## config.mk

```make
export PLATFORM = sky130hd
export DESIGN_NAME = double_ended_queue_indexed
export DESIGN_NICKNAME = d
export VERILOG_FILES = /design/src/rtl/core/deq_pkg.sv /design/src/rtl/core/deq_ram.sv /design/src/rtl/core/deq_ctrl.sv /design/src/rtl/core/double_ended_queue_indexed.sv
export SDC_FILE = /design/constraint.sdc
export NUM_CORES = 1
export LEC_CHECK = 0
export BUFFER_PORTS_ARGS = -buffer_cell sky130_fd_sc_hd__buf_2
export CORE_MARGIN = 2
export CORE_UTILIZATION = 49
export CTS_BUF_LIST = sky130_fd_sc_hd__clkbuf_2
export DETAILED_ROUTE_END_ITERATION = 7
export PLACE_DENSITY = 0.7
export SLEW_MARGIN = 15
export SYNTH_ARGS = -nofsm -noshare
export SYNTH_HDL_FRONTEND = slang
export SYNTH_HIERARCHICAL = 1
export SYNTH_SLANG_ARGS = --single-unit
```

## constraint.sdc

```tcl
create_clock -name clk_i -period 6.6 [get_ports clk_i]
set_clock_uncertainty 0.2 [all_clocks]
set_input_delay 1.32 -clock clk_i [delete_from_list [all_inputs] [get_ports clk_i]]
set_output_delay 1.32 -clock clk_i [all_outputs]
set_load 0.02 [all_outputs]
```

## src/rtl/core/deq_pkg.sv

```systemverilog
// shared operation and status codes for the indexed double-ended queue
package deq_pkg;

  // operation codes carried on func_i
  localparam logic [2:0] FUNC_PUSH_FRONT = 3'd0;
  localparam logic [2:0] FUNC_PUSH_BACK  = 3'd1;
  localparam logic [2:0] FUNC_POP_FRONT  = 3'd2;
  localparam logic [2:0] FUNC_POP_BACK   = 3'd3;
  localparam logic [2:0] FUNC_READ_AT    = 3'd4;

  // status codes returned on status_o
  localparam logic [1:0] STATUS_OK    = 2'd0;
  localparam logic [1:0] STATUS_EMPTY = 2'd1;
  localparam logic [1:0] STATUS_FULL  = 2'd2;

  // field widths fixed by the interface
  localparam int unsigned FUNC_W = 3;
  localparam int unsigned POS_W  = 4;

  // response bits handed from the control to the output stage
  typedef struct packed {
    logic       valid;
    logic       ret_data;
    logic [1:0] status;
  } deq_rsp_t;

endpackage

```

## src/rtl/core/deq_ram.sv

```systemverilog
// generic single-port ram with registered read data
module deq_ram #(
  parameter int unsigned WIDTH = 32,
  parameter int unsigned DEPTH = 16
) (
  input  logic                     clk_i,
  input  logic                     we_i,
  input  logic [$clog2(DEPTH)-1:0] addr_i,
  input  logic [WIDTH-1:0]         wdata_i,
  output logic [WIDTH-1:0]         rdata_o
);

  logic [WIDTH-1:0] mem_q [DEPTH];
  logic [WIDTH-1:0] rdata_q;

  // write or read one entry per cycle
  always_ff @(posedge clk_i) begin
    if (we_i) begin
      mem_q[addr_i] <= wdata_i;
    end
    rdata_q <= mem_q[addr_i];
  end

  assign rdata_o = rdata_q;

endmodule

```

## src/rtl/core/deq_ctrl.sv

```systemverilog
// ring pointers, entry count and ram access generation for the deque
module deq_ctrl #(
  parameter int unsigned DEPTH      = 16,
  parameter int unsigned DATA_WIDTH = 32
) (
  input  logic                              clk_i,
  input  logic                              rst_ni,
  input  logic                              start_i,
  input  logic [deq_pkg::FUNC_W-1:0]        func_i,
  input  logic [DATA_WIDTH-1:0]             data_in_i,
  input  logic [deq_pkg::POS_W-1:0]         position_i,
  output logic                              ram_we_o,
  output logic [$clog2(DEPTH)-1:0]          ram_addr_o,
  output logic [DATA_WIDTH-1:0]             ram_wdata_o,
  output deq_pkg::deq_rsp_t                 rsp_o,
  output logic [$clog2(DEPTH+1)-1:0]        count_o
);

  import deq_pkg::*;

  localparam int unsigned IdxW = $clog2(DEPTH);
  localparam int unsigned CntW = $clog2(DEPTH + 1);
  localparam int unsigned OffW = (CntW > POS_W) ? CntW : POS_W;
  localparam int unsigned SumW = OffW + 1;

  logic [IdxW-1:0] front_q, front_d;
  logic [CntW-1:0] count_q, count_d;
  logic            full, empty;
  logic [IdxW-1:0] front_dec;
  logic [IdxW-1:0] back_idx, last_idx, pos_idx;
  logic            pos_ok;

  // ring index of front plus an offset below the depth
  function automatic logic [IdxW-1:0] ring_at(input logic [IdxW-1:0] base,
                                              input logic [OffW-1:0] off);
    logic [SumW-1:0] sum;
    sum = SumW'(base) + SumW'(off);
    if (sum >= SumW'(DEPTH)) begin
      sum = sum - SumW'(DEPTH);
    end
    return sum[IdxW-1:0];
  endfunction

  // occupancy flags and candidate ring indexes
  assign full      = (count_q == CntW'(DEPTH));
  assign empty     = (count_q == '0);
  assign front_dec = (front_q == '0) ? IdxW'(DEPTH - 1) : front_q - IdxW'(1);
  assign back_idx  = ring_at(front_q, OffW'(count_q));
  assign last_idx  = ring_at(front_q, OffW'(count_q - CntW'(1)));
  assign pos_idx   = ring_at(front_q, OffW'(position_i));
  assign pos_ok    = (OffW'(position_i) < OffW'(count_q));

  // decode one operation into a ram access and the next pointers
  always_comb begin
    front_d         = front_q;
    count_d         = count_q;
    ram_we_o        = 1'b0;
    ram_addr_o      = front_q;
    ram_wdata_o     = data_in_i;
    rsp_o.valid     = start_i;
    rsp_o.ret_data  = 1'b0;
    rsp_o.status    = STATUS_OK;
    if (start_i) begin
      unique case (func_i)
        FUNC_PUSH_FRONT: begin
          if (full) begin
            rsp_o.status = STATUS_FULL;
          end else begin
            front_d    = front_dec;
            count_d    = count_q + CntW'(1);
            ram_we_o   = 1'b1;
            ram_addr_o = front_dec;
          end
        end
        FUNC_PUSH_BACK: begin
          if (full) begin
            rsp_o.status = STATUS_FULL;
          end else begin
            count_d    = count_q + CntW'(1);
            ram_we_o   = 1'b1;
            ram_addr_o = back_idx;
          end
        end
        FUNC_POP_FRONT: begin
          if (empty) begin
            rsp_o.status = STATUS_EMPTY;
          end else begin
            ram_addr_o     = front_q;
            rsp_o.ret_data = 1'b1;
            front_d        = ring_at(front_q, OffW'(1));
            count_d        = count_q - CntW'(1);
          end
        end
        FUNC_POP_BACK: begin
          if (empty) begin
            rsp_o.status = STATUS_EMPTY;
          end else begin
            ram_addr_o     = last_idx;
            rsp_o.ret_data = 1'b1;
            count_d        = count_q - CntW'(1);
          end
        end
        FUNC_READ_AT: begin
          if (!pos_ok) begin
            rsp_o.status = STATUS_EMPTY;
          end else begin
            ram_addr_o     = pos_idx;
            rsp_o.ret_data = 1'b1;
          end
        end
        default: begin
          // unused codes do nothing
        end
      endcase
    end
  end

  // pointer and count registers
  always_ff @(posedge clk_i or negedge rst_ni) begin
    if (!rst_ni) begin
      front_q <= '0;
      count_q <= '0;
    end else begin
      front_q <= front_d;
      count_q <= count_d;
    end
  end

  assign count_o = count_q;

endmodule

```

## src/rtl/core/double_ended_queue_indexed.sv

```systemverilog
// top level of the indexed double-ended queue
//
// A bounded deque of DEPTH words held as a ring in one synchronous ram.
// A command word (func_i, data_in_i, position_i) is taken at a rising
// edge where start_i is high and busy_o is low. Operations: push front,
// push back, pop front, pop back, and read at a position from the front.
// Every command yields exactly one result word on data_out_o, status_o
// and occupancy_o, marked by done_o for one cycle, in the cycle after the
// command edge. The result register lines up with the registered ram read
// data; pointers and count update at the command edge, so a new command
// may be given every cycle and busy_o stays low (throughput 1 per cycle).
// A pop on an empty queue or a read past the count returns status empty
// and zero data; a push into a full queue is dropped with status full.
// Reset clears the front pointer and the count; ram contents are left
// as they are and are never read before being written.
// The receiver cannot hold results off; each done_o cycle must be taken.
module double_ended_queue_indexed #(
  parameter int unsigned DEPTH      = 16,
  parameter int unsigned DATA_WIDTH = 32
) (
  input  logic                         clk_i,
  input  logic                         rst_ni,
  input  logic                         start_i,
  output logic                         busy_o,
  input  logic [deq_pkg::FUNC_W-1:0]   func_i,
  input  logic [DATA_WIDTH-1:0]        data_in_i,
  input  logic [deq_pkg::POS_W-1:0]    position_i,
  output logic                         done_o,
  output logic [DATA_WIDTH-1:0]        data_out_o,
  output logic [1:0]                   status_o,
  output logic [$clog2(DEPTH+1)-1:0]   occupancy_o
);

  import deq_pkg::*;

  localparam int unsigned IdxW = $clog2(DEPTH);

  logic                  ram_we;
  logic [IdxW-1:0]       ram_addr;
  logic [DATA_WIDTH-1:0] ram_wdata;
  logic [DATA_WIDTH-1:0] ram_rdata;
  deq_rsp_t              rsp_d, rsp_q;

  // one command word per cycle, never stalled
  assign busy_o = 1'b0;

  // pointer and count control
  deq_ctrl #(
    .DEPTH      (DEPTH),
    .DATA_WIDTH (DATA_WIDTH)
  ) u_ctrl (
    .clk_i       (clk_i),
    .rst_ni      (rst_ni),
    .start_i     (start_i),
    .func_i      (func_i),
    .data_in_i   (data_in_i),
    .position_i  (position_i),
    .ram_we_o    (ram_we),
    .ram_addr_o  (ram_addr),
    .ram_wdata_o (ram_wdata),
    .rsp_o       (rsp_d),
    .count_o     (occupancy_o)
  );

  // entry storage
  deq_ram #(
    .WIDTH (DATA_WIDTH),
    .DEPTH (DEPTH)
  ) u_ram (
    .clk_i   (clk_i),
    .we_i    (ram_we),
    .addr_i  (ram_addr),
    .wdata_i (ram_wdata),
    .rdata_o (ram_rdata)
  );

  // result stage aligned with the ram read data
  always_ff @(posedge clk_i or negedge rst_ni) begin
    if (!rst_ni) begin
      rsp_q <= '0;
    end else begin
      rsp_q <= rsp_d;
    end
  end

  assign done_o     = rsp_q.valid;
  assign status_o   = rsp_q.status;
  assign data_out_o = rsp_q.ret_data ? ram_rdata : '0;

endmodule
```

==> impl_metrics.toml, run 1 <==
[run_status]
status = "finished, final reports clean"

[placement]
dp_hpwl_um = 25200
portBuffers = 81
gp_congestion = 0.906
placed_cells = 1709
dpl_cell_area_um2 = 23000

[sta]
fmax_mhz = 203
final.setup.tns_ps = 0
post-route-period-util_pct = 74.7
rsz0062_at_grt = "no"
slew_viol_final = 0
slew_headroom_pct = 24.4
setup_viol = 0
period_needed_ps = 4930
hold_viol_final = 0
worst_pin_slew_ps = 1130
whs_ps = 268

[cells_and_area]
syn_to_final_growth_pct = 10.7
final_cell_mix = "edfxtp_1 (512), clkbuf_2 (212), mux4_2 (128)"
layout_commonest_cell = "edfxtp_1"
fin_nets = 1318
stdcell_count = 1954
fin_area_um2 = 24300
drive_gt1_share_pct = 38.4
n_fill_cell = 3413

[routing]
wl_per_cell_um = 22.7
num_vias = 11000
postRouteAntennaNets = 0
wl_um = 44500
drc = 0
vias_per_cell = 5.65
firstDrtPassIters = 4
drtIter0Drc = 986

[logic_synthesis]
syn_inst = 1097
synth_top_area_cell = "edfxtp_1"
syn_nets = 1159
yosysWarnings = 6
synth_area_um2 = 21900
synth_edf_count = 512
synth_area_leaders = "edfxtp_1 (70%), mux4_2 (13%), dfxtp_1 (2.9%)"
async_reset_ff_share_pct = 2.33
yosysSeqAreaShare_pct = 74.6
synth_flop_cell = "edfxtp_1"
ys_ff_latch = 557
postSynthAreaPerCell_um2 = 20.0
synth_top_area_share_pct = 70.2
synth.distinct_cells = 56

[global_route]
grt_pass1_vias = 11600
antenna_found_initial = 2
grt_util_all_layers_pct = 19.8
grt_pass1_wl_um = 67800
overflow = 0
grt_max_degree = 117

[floorplanning]
initial_core_util_pct = 49.5
die_x_um = 215
dieArea_um2 = 46400
rows = 77
fp.dieH_um = 215
core_area_um2 = 44200
pin_count = 83

[pwr]
pwr-share-clk_pct = 25.1
ir_drop_mv = 0.172
swShare_pct = 31.2
power.leakage_nw = 8.22
p_int_mw = 6.09
power_density_nw_per_um2 = 365
comb_power_share_pct = 27.4
seqPwrFrac_pct = 47.5
p_sw_mw = 2.76
p_total_mw = 8.84

[critical_path]
critPathRequiredTime_ps = 7220
ff2ff_setup_slack_ps = 1670
r2r_start = "u_ctrl/count_o[1]"
rr_worst_depth = 13
r2r-end = "u_ram/mem_q[10][17]"
endpoint_kind = "flop"
arrival_ps = 5550
crit_fanout = 22
criticalPathCategory = "flop to flop"
setup.worst_path.start_class = "flop"

[min_path]
whs_endpoint = "u_ram/mem_q[4][6]"
holdCritPathClass = "primary input to flop"
hold_depth = 1
min_from = "data_in_i[6]"

[clocking]
clkLatencyLatePin_ps = 1220
cts_buffers = 135
root_buffer = "clkbuf_2"
clkSinkCount = 557
clk_path_buf_depth = 3
cts.clk_slew.worst_paths_ps = 120
cts_tree = "built"
h-tree-depth = 4

[job]
cap_violations = 0
[Yosys cell counts (3+ instances only)]
library cell and count:
nand3_1 7, a21oi_1 13, and2_2 32, inv_1 9
a31oi_1 6, mux2i_1 3, nand2b_1 10, clkbuf_1 33
mux4_2 128, a21o_1 3, clkbuf_2 3, a211oi_1 3
dfxtp_1 32, fa_1 3, nor2_1 33, buf_6 6
xor2_1 4, nor3_1 7, xnor2_1 9, nand4_1 3
dfrtp_1 13, buf_2 14, and2_1 3, ha_1 17
edfxtp_1 512, nor2b_1 4, a22oi_1 65, buf_4 39
nand2_1 45, o21ai_0 8
[logic make-up (layout without fill, tap and decap cells)]
group | count (synthesis) | in the layout | synth area share, %
multiplexers | 131 | 131 | 13.3
AO/OA/AOI/OAI | 117 | 117 | 3.81
other | 1 | 3 | 0.0171
buffers and inverters | 104 | 367 | 2.75
XOR/XNOR | 13 | 13 | 0.520
flip-flops | 557 | 557 | 74.6
AND/OR/NAND/NOR | 154 | 154 | 3.78
adder cells (fa/ha/maj) | 20 | 20 | 1.24
[layout make-up]
type,instances,area [um2],area share (%)
clock buffers,212,1060,4.38
well taps,592,741,3.05
repair buffers,117,768,3.17
inverters,9,33.8,0.139
multi-input cells,436,5130,21.2
flip-flops and latches,557,16300,67.4
diodes,2,5.00,0.0206
clock inverters,29,169,0.697
[through the flow]
stage / worst slack, ps / utilization, %
2_1_floorplan: 559 / -
3_3_place_gp: 1290 / 52.0
3_5_place_dp: 1200 / 52.0
4_1_cts: 1680 / 54.8
5_1_grt: 1440 / 54.8
6_report: 1670 / 54.8
[worst max path at each step]
stage	startpoint	end	slack, ps	depth (start not counted)
floorplan	position_i[1]	u_ram/mem_q[0][0]	560	8
global placement	position_i[1]	u_ram/mem_q[11][17]	1290	10
detailed placement	position_i[1]	u_ram/mem_q[10][7]	1200	10
CTS	u_ctrl/count_o[1]	u_ram/mem_q[10][2]	1680	13
global route	u_ctrl/count_o[1]	u_ram/mem_q[11][15]	1440	13
finish	u_ctrl/count_o[1]	u_ram/mem_q[10][17]	1670	13
[metal layers]
layer  up-vias  global-route usage, %  share of wire (%)
met5         -                      0                  0
li1       4845                      -                  -
met3        59                   6.74                7.5
met2       411                   30.4                 48
met1      5720                   26.6                 43
met4         0                   6.94                1.5
[worst max-delay path, cell delays in order (launching register included)]
cell,delay [ps]
dfrtp_1,540
inv_1,180
ha_1,360
inv_1,80
ha_1,270
a21o_1,180
a21oi_1,200
xnor2_1,150
nor2_1,70
mux2i_1,140
o22ai_1,700
nand3b_1,510
nor2_4,510
buf_4,450
[state kept, by name (all words and copies together) (netlist names)]
register,count
status_o,2
u_ram/rdata_o,32
u_ctrl/count_o,5
done_o,1
u_ram/mem_q,512
rsp_q,1
u_ctrl/front_q,4
[power by group through the flow]
stage	Combinational, mW	Clock (mW)	Sequential (mW)
floorplan	1.86	0	4.22
global placement	2.42	0	4.28
detailed placement	2.44	0	4.28
CTS	2.45	2.31	4.21
global route	2.62	2.47	4.23
finish	2.42	2.22	4.20
[what timing repair did]
action,CTS,global route
hold buffers,2,0
endpoints found under the setup margin,0,0
hold endpoints to repair,14,0
gates resized for setup,0,0
buffers inserted,0,0
No activity file was read; power rests on OpenSTA's default activity.
==> inputs of run 2 (changes only) <==
Clock period 6.6 ns to 5.14 ns, I/O delays scaled along.
==> impl_metrics.toml, run 2 (synthesis results as in run 1) <==
[global_route]
grt_util_all_layers_pct = 20.7
grt_pass1_vias = 11800
antenna_found_initial = 6
grt_pass1_wl_um = 70800
overflow = 0
grt_max_degree = 48

[floorplanning]
rows = 77
core_area_um2 = 44200
fp.dieH_um = 215
dieArea_um2 = 46400
pin_count = 83
initial_core_util_pct = 49.5
die_x_um = 215

[pwr]
ir_drop_mv = 0.207
power_density_nw_per_um2 = 476
power.leakage_nw = 8.49

[sta]
post-route-period-util_pct = 84.6
period_needed_ps = 4350
hold_viol_final = 0
final.setup.tns_ps = 0
worst_pin_slew_ps = 971
rsz0062_at_grt = "no"
slew_headroom_pct = 35.3
slew_viol_final = 0
whs_ps = 122
setup_viol = 0
fmax_mhz = 230

[critical_path]
setup.worst_path.start_class = "flop"
arrival_ps = 4820
ff2ff_setup_slack_ps = 790
criticalPathCategory = "flop to flop"
crit_fanout = 17
endpoint_kind = "flop"
critPathRequiredTime_ps = 5620

[cells_and_area]
top_register = "u_ram/mem_q"
n_fill_cell = 3390
drive_gt1_share_pct = 39.9
syn_to_final_growth_pct = 13.2
fin_nets = 1348
largest_register_ff_count = 512
layout_commonest_cell = "edfxtp_1"
stdcell_count = 1993
final_cell_mix = "edfxtp_1 (512), clkbuf_2 (215), mux4_2 (128)"

[routing]
wl_per_cell_um = 23.5
postRouteAntennaNets = 0
drtIter0Drc = 1157
firstDrtPassIters = 5
wl_um = 46800
vias_per_cell = 5.71
drc = 0
num_vias = 11400

[placement]
placed_cells = 1736
portBuffers = 81
dp_hpwl_um = 27100
gp_congestion = 0.849

[clocking]
root_buffer = "clkbuf_2"
clk_path_buf_depth = 3
cts_resized = 0
cts.clk_slew.worst_paths_ps = 110
hold_buffers = 3
cts_setup_buffers = 0
cts_tree = "built"
h-tree-depth = 4
clkSinkCount = 557
clkLatencyLatePin_ps = 1050
cts_buffers = 137

[min_path]
holdCritPathClass = "primary input to flop"

[run_status]
status = "finished, final reports clean"

[job]
cap_violations = 0
run 2: cell count changes in the layout (fill, tap and decap cells not counted), moves of 3 or more:
cell and delta:
clkbuf_2 +3, bufinv_16 +5, buf_4 +15, buf_12 +12
run 2: path summary, 6_finish.rpt:
kind / depth (start not counted) / endpoint / start
max: 14 / u_ram/mem_q[8][25] / u_ctrl/count_o[1]
min: 1 / u_ram/mem_q[7][10] / data_in_i[10]
max reg2reg: 14 / u_ram/mem_q[8][25] / u_ctrl/count_o[1]
min reg2reg: 3 / u_ram/rdata_o[16] / u_ram/mem_q[14][16]
max in group asynchronous: 2 / u_ctrl/count_o[1] / rst_ni
min in group asynchronous: 2 / u_ctrl/front_q[3] / rst_ni
run 2: layout make-up:
cell class | count | area, um2 | area share (%)
flip-flops and latches | 557 | 16300 | 65.9
inverters | 9 | 33.8 | 0.136
well taps | 592 | 741 | 2.99
multi-input cells | 436 | 5140 | 20.7
repair buffers | 145 | 1130 | 4.56
diodes | 3 | 7.51 | 0.0303
clock inverters | 36 | 332 | 1.34
clock buffers | 215 | 1080 | 4.34
run 2: through the flow:
stage	worst slack, ps	total power [mW]	utilization (%)	area [um2]
finish	791	11.8	56.1	24800
global route	465	12.4	56.1	24800
CTS	828	11.9	56.1	24800
detailed placement	578	8.77	52.8	23400
global placement	610	8.74	52.8	23400
floorplan	-476	7.80	-	21900
run 2: critical path, cell delays in order, from the launching register on:
cell and delay [ps]:
dfrtp_1 510, inv_1 180, ha_1 360, inv_1 80, ha_1 270, a21o_1 170
a21oi_1 160, xnor2_1 140, nor2_1 70, mux2i_1 180, o22ai_1 770, nand3b_1 200
buf_4 230, nor3_2 140, buf_4 340
run 2: metal layers:
layer  part of all wire [%]  global-route usage, %  up-vias
li1                       -                      -     4913
met1                     42                   27.9     5929
met2                     50                   33.6      464
met3                    6.5                   4.47       63
met4                    1.4                   7.29        4
met5                  0.051                      0        -
run 2: power breakdown:
part           internal (mW)  switching (mW)  total (mW)
registers               5.21           0.182        5.39
logic                   1.52            1.73        3.25
clock network           1.46            1.69        3.15
total                   8.19            3.61        11.8
==> inputs of run 3 (changes only) <==
Settings changed: ABC_AREA from default to 1, PLACE_DENSITY 0.7 to 0.69.
Clock period 5.14 ns to 4.5 ns, I/O delays scaled along.
==> impl_metrics.toml, run 3 <==
[run_status]
status = "finished, final reports clean"

[floorplanning]
pin_count = 83
core_area_um2 = 49100
die_x_um = 227
rows = 81
fp.dieH_um = 227
dieArea_um2 = 51700
initial_core_util_pct = 49.8

[cells_and_area]
layout_commonest_cell = "nand2_1"
top_register = "u_ram/mem_q"
stdcell_count = 3392
largest_register_ff_count = 512
syn_to_final_growth_pct = 10.3
fin_nets = 2687
drive_gt1_share_pct = 13.9
final_cell_mix = "nand2_1 (1464), edfxtp_1 (512), clkbuf_2 (193)"

[sta]
whs_ps = 283
worst_pin_slew_ps = 1000
rsz0062_at_grt = "no"
period_needed_ps = 3980
setup_viol = 0
post-route-period-util_pct = 88.3
hold_viol_final = 0
slew_headroom_pct = 33.3
fmax_mhz = 252
slew_viol_final = 0

[critical_path]
r2r_start = "u_ctrl/count_o[3]"
critPathRequiredTime_ps = 5060
ff2ff_setup_slack_ps = 520
crit_buf_inv = 5
crit_path_cell_trace = "inv_1, ha_1, inv_1, nor2_1, o21ai_0, nand3_1, inv_1, nand2_1, nor2_1, o21ai_1, nand2_4, inv_6, nand3_1, nor2_4, buf_12"
setup.worst_path.start_class = "flop"
cp_top_family = "simple AND/OR/NAND/NOR gates"
criticalPathCategory = "flop to flop"
r2r-end = "u_ram/mem_q[2][23]"
endpoint_kind = "flop"
crit_slowest_cell = "dfrtp_1"
rr_worst_depth = 15
arrival_ps = 4540
crit_fanout = 18
cpPeakStageDelay_ps = 670
cp_common_cell = "inv_1"

[min_path]
holdCritPathClass = "primary input to flop"
whs_endpoint = "status_o[0]"
hold_depth = 5
min_from = "position_i[0]"

[logic_synthesis]
ys_ff_latch = 557
synth.distinct_cells = 38
synthMostInstantiatedCell = "nand2_1"
synth_top_area_cell = "edfxtp_1"
syn_nets = 2526
postSynthAreaPerCell_um2 = 9.92
ys_top_cells_by_count = "nand2_1 (1466), edfxtp_1 (512), inv_1 (136)"
syn_inst = 2464
synth_area_um2 = 24400
synth_top_area_share_pct = 62.9
yosysSeqAreaShare_pct = 66.8
synth_edf_count = 512
yosysWarnings = 6
synth_area_leaders = "edfxtp_1 (63%), nand2_1 (23%), dfxtp_1 (2.6%)"
synth_flop_cell = "edfxtp_1"
async_reset_ff_share_pct = 2.33

[pwr]
ir_drop_mv = 0.492
power_density_nw_per_um2 = 544
p_total_mw = 14.7
power.leakage_nw = 12.1

[routing]
drc = 0
num_vias = 16900
wl_um = 57400
wl_per_cell_um = 16.9
firstDrtPassIters = 7
vias_per_cell = 4.97
drtIter0Drc = 1482
postRouteAntennaNets = 0

[global_route]
grt_pass1_vias = 16600
grt_util_all_layers_pct = 22.7
grt_max_degree = 137
grt_pass1_wl_um = 89300
antenna_found_initial = 3
overflow = 0

[clocking]
root_buffer = "clkbuf_2"
clk_path_buf_depth = 3
cts_buffers = 138
cts_tree = "built"
clkLatencyLatePin_ps = 1110
cts.clk_slew.worst_paths_ps = 90
hold_buffers = 38
cts_setup_buffers = 0
h-tree-depth = 4
cts_resized = 0
clkSinkCount = 557

[placement]
dp_hpwl_um = 31000
placed_cells = 3111
portBuffers = 81
gp_congestion = 0.925

[job]
cap_violations = 0
[run 3: cell types whose count changed after synthesis, sizes merged, moves of 26 or more]
| cell | before | now |
|---|---|---|
| nand2 | 45 | 1470 |
| inv | 9 | 145 |
| mux4 | 128 | 0 |
| buf | 59 | 131 |
| a22oi | 65 | 0 |
| and2 | 36 | 0 |
| nand3 | 7 | 38 |
| clkbuf | 36 | 10 |
[run 3: kinds of logic (layout without fill, tap and decap cells)]
| kind of cell | after synthesis | in the layout | synth area share (%) |
|---|---|---|---|
| AND/OR/NAND/NOR | 1553 | 1553 | 24.4 |
| flip-flops | 557 | 557 | 66.8 |
| buffers and inverters | 286 | 547 | 6.36 |
| AO/OA/AOI/OAI | 35 | 35 | 0.798 |
| adder cells (fa/ha/maj) | 20 | 20 | 1.12 |
| XOR/XNOR | 12 | 12 | 0.430 |
| other | 1 | 4 | 0.0153 |
[run 3: how the worst max path moves through the flow]
stage | startpoint | to | slack, ps | depth (start not counted)
after floorplan | u_ctrl/count_o[0] | u_ram/mem_q[5][0] | -190 | 15
after global placement | position_i[2] | u_ram/mem_q[2][28] | 520 | 14
after detailed placement | position_i[3] | u_ram/mem_q[2][27] | 470 | 15
after CTS | u_ctrl/count_o[3] | u_ram/mem_q[2][23] | 580 | 15
after global routing | u_ctrl/count_o[3] | u_ram/mem_q[2][23] | 310 | 15
final | u_ctrl/count_o[3] | u_ram/mem_q[2][23] | 520 | 15
[run 3: worst reg2reg max path, cell delays in order, from the launching register on]
cell and delay (ps):
dfrtp_1 670, inv_1 210, ha_1 350, inv_1 40, nor2_1 130, o21ai_0 100, nand3_1 150, inv_1 80
nand2_1 120, nor2_1 60, o21ai_1 210, nand2_4 180, inv_6 130, nand3_1 330, nor2_4 480, buf_12 250
[run 3: metrics by stage]
stage                     setup TNS (ps)  instance area (um2)  worst slack, ps  utilization (%)
after floorplan                   -52630                24500             -190                -
after global placement                 0                25300              522             51.5
after detailed placement               0                25300              472             51.5
after CTS                              0                27000              578             54.9
after global routing                   0                27000              313             55.0
final                                  0                27000              524             55.0
[run 3: area by class of cell]
cell class | instances | area, um2
fillers | 4244 | 22100
flip-flops and latches | 557 | 16300
multi-input cells | 1621 | 6700
repair buffers | 162 | 1230
clock buffers | 193 | 966
well taps | 664 | 831
inverters | 145 | 552
clock inverters | 47 | 324
diodes | 3 | 7.51
[run 3: metal layers]
layer	track usage, %	up-vias	wire [um]
li1	-	8216	-
met1	29.6	7928	24500
met2	37.5	613	27500
met3	3.87	103	3940
met4	9.74	0	1360
met5	0	-	0
[run 3: power breakdown]
group          internal, mW  switching, mW  total, mW
Clock                  1.45           1.99       3.43
Sequential             5.94          0.208       6.15
Combinational          1.48           3.60       5.08
